$ cat config.mk
export PLATFORM = sky130hd
export DESIGN_NAME = ccm_sfe_front
export DESIGN_NICKNAME = d
export VERILOG_FILES = /design/src/rtl/ccm_sfe_pkg.sv /design/src/rtl/ccm_sfe_front.sv
export SDC_FILE = /design/constraint.sdc
export NUM_CORES = 1
export LEC_CHECK = 0
export BUFFER_PORTS_ARGS = -buffer_cell sky130_fd_sc_hd__buf_2
export CAP_MARGIN = 10
export CELL_PAD_IN_SITES_DETAIL_PLACEMENT = 2
export CELL_PAD_IN_SITES_GLOBAL_PLACEMENT = 2
export CORE_ASPECT_RATIO = 1.2
export CORE_MARGIN = 10
export CORE_UTILIZATION = 35
export DETAILED_ROUTE_END_ITERATION = 8
export GPL_TIMING_DRIVEN = 1
export PLACE_DENSITY_LB_ADDON = 0.08
export RECOVER_POWER = 50
export SLEW_MARGIN = 20
export SYNTH_ARGS = -nofsm -noshare
export SYNTH_HDL_FRONTEND = slang
export SYNTH_SLANG_ARGS = --single-unit
$ cat constraint.sdc
create_clock -name clk -period 4.65 [get_ports clk]
set_input_delay 0.93 -clock clk [delete_from_list [all_inputs] [get_ports clk]]
set_output_delay 0.93 -clock clk [all_outputs]
set_load 0.01 [all_outputs]
$ cat src/rtl/ccm_sfe_pkg.sv
// Shared types, constants and AES helper functions for the secured frame encoder.
`default_nettype none
package ccm_sfe_pkg;

    localparam int MAX_BODY    = 128;
    localparam int NONCE_BYTES = 13;
    localparam int TAG_BYTES   = 4;
    localparam int LEN_BYTES   = 15 - NONCE_BYTES;

    localparam logic [7:0] B0_FLAGS = 8'(64 | (((TAG_BYTES - 2) / 2) << 3) | (LEN_BYTES - 1));
    localparam logic [7:0] A_FLAGS  = 8'(LEN_BYTES - 1);

    localparam logic [1:0] REG_KEY_HIGH = 2'd0;
    localparam logic [1:0] REG_KEY_LOW  = 2'd1;
    localparam logic [1:0] REG_BUF_SIZE = 2'd2;
    localparam logic [7:0] BUF_SIZE_RESET = 8'd255;

    localparam logic [1:0] ST_OK   = 2'd0;
    localparam logic [1:0] ST_LONG = 2'd1;
    localparam logic [1:0] ST_SIZE = 2'd2;

    typedef enum logic [1:0] {
        CMD_START  = 2'd0,
        CMD_BODY   = 2'd1,
        CMD_REJECT = 2'd2
    } cmd_kind_t;

    typedef struct packed {
        logic        func;
        logic        version;
        logic [2:0]  msg_type;
        logic [7:0]  source;
        logic [7:0]  destination;
        logic [31:0] counter;
        logic [3:0]  budget;
        logic [7:0]  body_length;
        logic [7:0]  body_byte;
    } in_t;

    typedef struct packed {
        logic [7:0] out_byte;
        logic       last;
        logic [1:0] status;
    } out_t;

    typedef struct packed {
        cmd_kind_t   kind;
        logic [7:0]  ctrl;
        logic [7:0]  source;
        logic [7:0]  destination;
        logic [31:0] counter;
        logic        wide;
        logic [3:0]  budget;
        logic [7:0]  body_length;
        logic [7:0]  body_byte;
        logic        last;
        logic [1:0]  status;
    } cmd_t;

    localparam logic [2047:0] SBOX_TBL = {
        128'h637c777bf26b6fc53001672bfed7ab76,
        128'hca82c97dfa5947f0add4a2af9ca472c0,
        128'hb7fd9326363ff7cc34a5e5f171d83115,
        128'h04c723c31896059a071280e2eb27b275,
        128'h09832c1a1b6e5aa0523bd6b329e32f84,
        128'h53d100ed20fcb15b6acbbe394a4c58cf,
        128'hd0efaafb434d338545f9027f503c9fa8,
        128'h51a3408f929d38f5bcb6da2110fff3d2,
        128'hcd0c13ec5f974417c4a77e3d645d1973,
        128'h60814fdc222a908846eeb814de5e0bdb,
        128'he0323a0a4906245cc2d3ac629195e479,
        128'he7c8376d8dd54ea96c56f4ea657aae08,
        128'hba78252e1ca6b4c6e8dd741f4bbd8b8a,
        128'h703eb5664803f60e613557b986c11d9e,
        128'he1f8981169d98e949b1e87e9ce5528df,
        128'h8ca1890dbfe6426841992d0fb054bb16
    };

    function automatic logic [7:0] sbox(input logic [7:0] x);
        sbox = SBOX_TBL[{~x, 3'b111} -: 8];
    endfunction

    function automatic logic [7:0] xt(input logic [7:0] v);
        xt = {v[6:0], 1'b0} ^ (v[7] ? 8'h1b : 8'h00);
    endfunction

    function automatic logic [127:0] key_next(input logic [127:0] rk, input logic [7:0] rc);
        logic [31:0] t;
        logic [31:0] w0;
        logic [31:0] w1;
        logic [31:0] w2;
        logic [31:0] w3;
        t  = {sbox(rk[23:16]) ^ rc, sbox(rk[15:8]), sbox(rk[7:0]), sbox(rk[31:24])};
        w0 = rk[127:96] ^ t;
        w1 = rk[95:64] ^ w0;
        w2 = rk[63:32] ^ w1;
        w3 = rk[31:0] ^ w2;
        key_next = {w0, w1, w2, w3};
    endfunction

    function automatic logic [127:0] aes_round(input logic [127:0] st, input logic [127:0] rk,
                                               input logic final_rnd);
        logic [7:0] s [16];
        logic [7:0] b [16];
        logic [7:0] a0;
        logic [7:0] a1;
        logic [7:0] a2;
        logic [7:0] a3;
        logic [7:0] al;
        logic [127:0] r;
        for (int i = 0; i < 16; i++) begin
            s[i] = sbox(st[127 - 8 * i -: 8]);
        end
        for (int c = 0; c < 4; c++) begin
            for (int j = 0; j < 4; j++) begin
                b[j + 4 * c] = s[j + 4 * ((c + j) % 4)];
            end
        end
        if (!final_rnd) begin
            for (int c = 0; c < 4; c++) begin
                a0 = b[4 * c];
                a1 = b[4 * c + 1];
                a2 = b[4 * c + 2];
                a3 = b[4 * c + 3];
                al = a0 ^ a1 ^ a2 ^ a3;
                b[4 * c]     = a0 ^ al ^ xt(a0 ^ a1);
                b[4 * c + 1] = a1 ^ al ^ xt(a1 ^ a2);
                b[4 * c + 2] = a2 ^ al ^ xt(a2 ^ a3);
                b[4 * c + 3] = a3 ^ al ^ xt(a3 ^ a0);
            end
        end
        for (int i = 0; i < 16; i++) begin
            r[127 - 8 * i -: 8] = b[i];
        end
        aes_round = r ^ rk;
    endfunction

    // flags, nonce (ctrl, src, dst, 32-bit counter, zero pad), length/index field
    function automatic logic [127:0] make_block(input logic [7:0] flags, input logic [7:0] ctrl,
                                                input logic [7:0] src, input logic [7:0] dst,
                                                input logic [31:0] cnt, input logic [7:0] tail);
        make_block = {flags, ctrl, src, dst, cnt, 56'd0, tail};
    endfunction

endpackage
`default_nettype wire

$ cat src/rtl/ccm_sfe_front.sv
// Front end: accepts items, tracks frame state, checks limits and queues commands.
`default_nettype none
module ccm_sfe_front (
    input  wire logic              clk,
    input  wire logic              rst_n,
    input  wire logic              push,
    input  wire ccm_sfe_pkg::in_t  item,
    output logic                   full,
    input  wire logic [7:0]        buf_size,
    output logic                   cmd_valid,
    output ccm_sfe_pkg::cmd_t      cmd,
    input  wire logic              cmd_pop
);

    localparam int QD = 4;

    logic              active_reg, active_next;
    logic              drop_reg, drop_next;
    logic [7:0]        left_reg, left_next;
    ccm_sfe_pkg::cmd_t q_reg [QD];
    logic [1:0]        wr_reg, wr_next;
    logic [1:0]        rd_reg, rd_next;
    logic [2:0]        cnt_reg, cnt_next;

    logic              accept;
    logic              wide;
    logic [2:0]        hlen;
    logic [8:0]        frame_len;
    logic              too_long;
    logic              too_big;
    logic              enq;
    ccm_sfe_pkg::cmd_t c;

    assign accept = push & ~full;

    always_comb
    begin
        wide      = |item.counter[31:24];
        hlen      = wide ? 3'd7 : 3'd6;
        frame_len = 9'(hlen) + 9'(item.body_length) + 9'(ccm_sfe_pkg::TAG_BYTES + 1);
        too_long  = item.body_length > 8'(ccm_sfe_pkg::MAX_BODY);
        too_big   = frame_len > {1'b0, buf_size};

        c.kind        = ccm_sfe_pkg::CMD_BODY;
        c.ctrl        = {item.version, item.msg_type, wide, 3'b000};
        c.source      = item.source;
        c.destination = item.destination;
        c.counter     = item.counter;
        c.wide        = wide;
        c.budget      = item.budget;
        c.body_length = item.body_length;
        c.body_byte   = item.body_byte;
        c.last        = left_reg == 8'd1;
        c.status      = too_long ? ccm_sfe_pkg::ST_LONG : ccm_sfe_pkg::ST_SIZE;

        enq         = 1'b0;
        active_next = active_reg;
        drop_next   = drop_reg;
        left_next   = left_reg;

        if (accept)
        begin
            if (!item.func)
            begin
                // a new header abandons whatever frame was open
                left_next = item.body_length;
                enq       = 1'b1;
                if (too_long || too_big)
                begin
                    c.kind      = ccm_sfe_pkg::CMD_REJECT;
                    drop_next   = item.body_length != 8'd0;
                    active_next = 1'b0;
                end
                else
                begin
                    c.kind      = ccm_sfe_pkg::CMD_START;
                    drop_next   = 1'b0;
                    active_next = item.body_length != 8'd0;
                end
            end
            else if (drop_reg)
            begin
                if (left_reg != 8'd0)
                begin
                    left_next = left_reg - 8'd1;
                end
                if (left_reg <= 8'd1)
                begin
                    drop_next = 1'b0;
                end
            end
            else if (active_reg)
            begin
                enq       = 1'b1;
                left_next = left_reg - 8'd1;
                if (left_reg == 8'd1)
                begin
                    active_next = 1'b0;
                end
            end
        end

        wr_next  = enq ? wr_reg + 2'd1 : wr_reg;
        rd_next  = cmd_pop ? rd_reg + 2'd1 : rd_reg;
        cnt_next = cnt_reg + 3'(enq) - 3'(cmd_pop);
    end

    always_ff @(posedge clk or negedge rst_n)
    begin
        if (!rst_n)
        begin
            active_reg <= 1'b0;
            drop_reg   <= 1'b0;
            left_reg   <= 8'd0;
            wr_reg     <= 2'd0;
            rd_reg     <= 2'd0;
            cnt_reg    <= 3'd0;
        end
        else
        begin
            active_reg <= active_next;
            drop_reg   <= drop_next;
            left_reg   <= left_next;
            wr_reg     <= wr_next;
            rd_reg     <= rd_next;
            cnt_reg    <= cnt_next;
        end
    end

    always_ff @(posedge clk)
    begin
        if (enq)
        begin
            q_reg[wr_reg] <= c;
        end
    end

    assign full      = cnt_reg == 3'(QD);
    assign cmd_valid = cnt_reg != 3'd0;
    assign cmd       = q_reg[rd_reg];

endmodule
`default_nettype wire

==> metrics <==
post-layout min period=3.75 ns; Mapped Cells=586; CTS tree=built; Routed WL=31300 microns; die area=44600 sq um; I/O pins=169; NetSw=2.80 mW; sequential fraction of the synthesis area=76.5%; Max Slew Vio Count=72; GRT Total Usage=14.0%; drt initial violations=326; synthesized flop and latch total=329; async set-reset flop share out of synthesis=5.17%; Inserted Clock Buffers=37; largest cells by area after synthesis=edfxtp_1, mux4_2, dfrtp_1, ha_1, inv_1; crit path max fanout=23; predominant post-synthesis flop cell=edfxtp_1; CP Capture Type=flop; most frequent cells after synthesis=edfxtp_1, mux4_2, inv_1; # H-tree levels=2; post-synth top area share=73.2%; HPWL after detailed placement=20400 microns; Avg Vias per Cell=5.02; worst-case clock buffer depth=3; worst-skew pair later-pin latency=0.53 ns; CP Launch Type=flop; Rows=76; Slowest-stage cell, CP=and2_0; critical path, cell by cell=or3b_2 > nand2_1 > a21oi_1 > and2_0 > buf_4; status=complete, but fails checks; Total Neg Setup Slack=0 ns; Pint=6.62 mW; post-CTS setup buffers=0; initial antenna violation count=0; synth warn=0; Clock Sinks=329; detailed-route via count=6393; pin count of the biggest net entering global routing=45; clk root buf=clkbuf_16; setup violators final=0; Die Wd=195 microns; DRC=0; # nets final=880; Yosys cell types=53; pwr dens=615 nW/um^2; port bufs=165; max-cap check violation count=3; height of the die=229 microns; Final Cycle Share=80.5%; Gate power share=27.2%; post-synthesis cell area=12800 sq um; WP data arrival=3.93 ns; RePlAce Congestion=0.783; number of detailed-route iterations in the first pass=4; vias in the first global route=7480; worst-margin pin slew=2.15 ns; Critical Path RT=4.84 ns; number of synthesized flops with an enable pin=312; Hold Path Class=flop to flop; cell taking the most area after synthesis=edfxtp_1; most frequent cell after synthesis=edfxtp_1; Slew HR=-43.1%; skew final=0.00975 ns; Max IR drop VDD=0.224 mV; max reg flops=312; final hold viol count=0; syn avg cell area=21.8 sq um; synthesis-to-finish area growth=19.7%; Max stage delay on crit path=1.53 ns; sequential share of power=42.7%; ratio of cells with drive above 1 in the final layout=30.1%; Resized cells post-CTS=0; Routed Antenna Nets=0; final hold slack=0.538 ns; violated checks=max-capacitance violations, max-slew violations; clock share of power=30.1%; Remaining Overflow, GRT=0; first-pass GRT wire length=48100 microns; maximum clock frequency=0.267 GHz; cts hold-fix bufs=0; clock slew seen by the registers of the worst setup and hold paths=0.06 ns; Sw Ratio=29.8%; Leak=5.12 nW; Starting Density=35.5%; Core Area=36000 sq um; RSZ-0062 raised after global routing=no; Crit Path Class=flop to flop; Routed wire per std cell=24.6 microns
-- power groups by stage --
stage / Clock (mW) / Sequential [mW] / Combinational, mW
after detailed placement: 0 / 4.09 / 2.71
after floorplan: 0 / 3.91 / 1.73
after global placement: 0 / 4.06 / 2.66
after CTS: 2.93 / 4.04 / 2.72
after global routing: 3.04 / 4.08 / 2.82
final: 2.84 / 4.02 / 2.57
-- final timing paths --
check | startpoint | end | slack [ns] | cells after the start
worst max-delay path | cnt_reg[2] | q_reg[1][70] | 0.90 | 5
worst min-delay path | cnt_reg[0] | cnt_reg[0] | 0.54 | 1
max in group asynchronous | rst_n | rd_reg[1] | 3.31 | 1
min in group asynchronous | rst_n | cnt_reg[1] | 0.58 | 1
worst max register to register | cnt_reg[2] | q_reg[1][70] | 0.90 | 5
worst min register to register | cnt_reg[0] | cnt_reg[0] | 0.54 | 1
-- layout by cell type (no fill, tap or decap), types with 5 or more instances in the layout --
| cell type | instances |
|---|---|
| a21oi_1 | 6 |
| buf_12 | 6 |
| buf_2 | 91 |
| clkbuf_1 | 80 |
| clkbuf_16 | 39 |
| clkinv_1 | 11 |
| clkinv_2 | 7 |
| dfrtp_1 | 15 |
| edfxtp_1 | 312 |
| ha_1 | 18 |
| inv_1 | 26 |
| mux4_2 | 78 |
| nand2_1 | 6 |
| nand3_1 | 5 |
| nor2_1 | 7 |
| nor3_1 | 8 |
| o21ai_0 | 6 |
| xnor2_1 | 10 |
-- per-stage QoR --
step | cells | total power [mW] | util [%] | setup WS (ns) | area [sq um]
final | 1274 | 9.42 | 42.5 | 0.905 | 15300
after global routing | 1273 | 9.94 | 42.5 | 0.545 | 15300
after CTS | 1273 | 9.68 | 42.8 | 1.09 | 15400
after detailed placement | 1205 | 6.80 | 39.5 | 0.650 | 14200
after global placement | 1205 | 6.72 | 39.5 | 0.756 | 14200
after floorplan | 588 | 5.64 | - | 0.903 | 12800
-- per-layer routing --
metal  wire length (microns)  GRT usage, %  part of all wire, %
met4                     658          4.21                  2.1
met5                       0             0                    0
met1                   12800          16.7                   41
met3                    1530          3.10                  4.9
met2                   16300          24.7                   52
-- logic make-up after synthesis --
logic type / share of synthesized area, %
other: 0.0293
and+or+nand+nor: 2.70
AOI/OAI and AO/OA: 2.25
xor gates and xnor gates: 0.753
muxes: 14.0
adders and majority gates: 1.92
DFF: 76.5
buffers and inverters: 1.83
-- final cells by class --
class                      instances  area, sq um
inverter                          27          101
tap                              468          586
clock inverter                    23          188
timing repair buffer             175          883
clock buffer                      45          998
multi-input combinational        206         2760
antenna                            1         2.50
fill                            3410        20700
sequential                       329         9800
-- worst max-delay path: cells and delay by family (launching register included) --
| family | cells | cell delay, ns |
|---|---|---|
| buffers and inverters | 1 | 0.56 |
| AND/OR/NAND/NOR | 3 | 1.89 |
| AO/OA/AOI/OAI | 1 | 0.53 |
| flip-flops | 1 | 0.41 |
(Power assumes the default switching activity.)
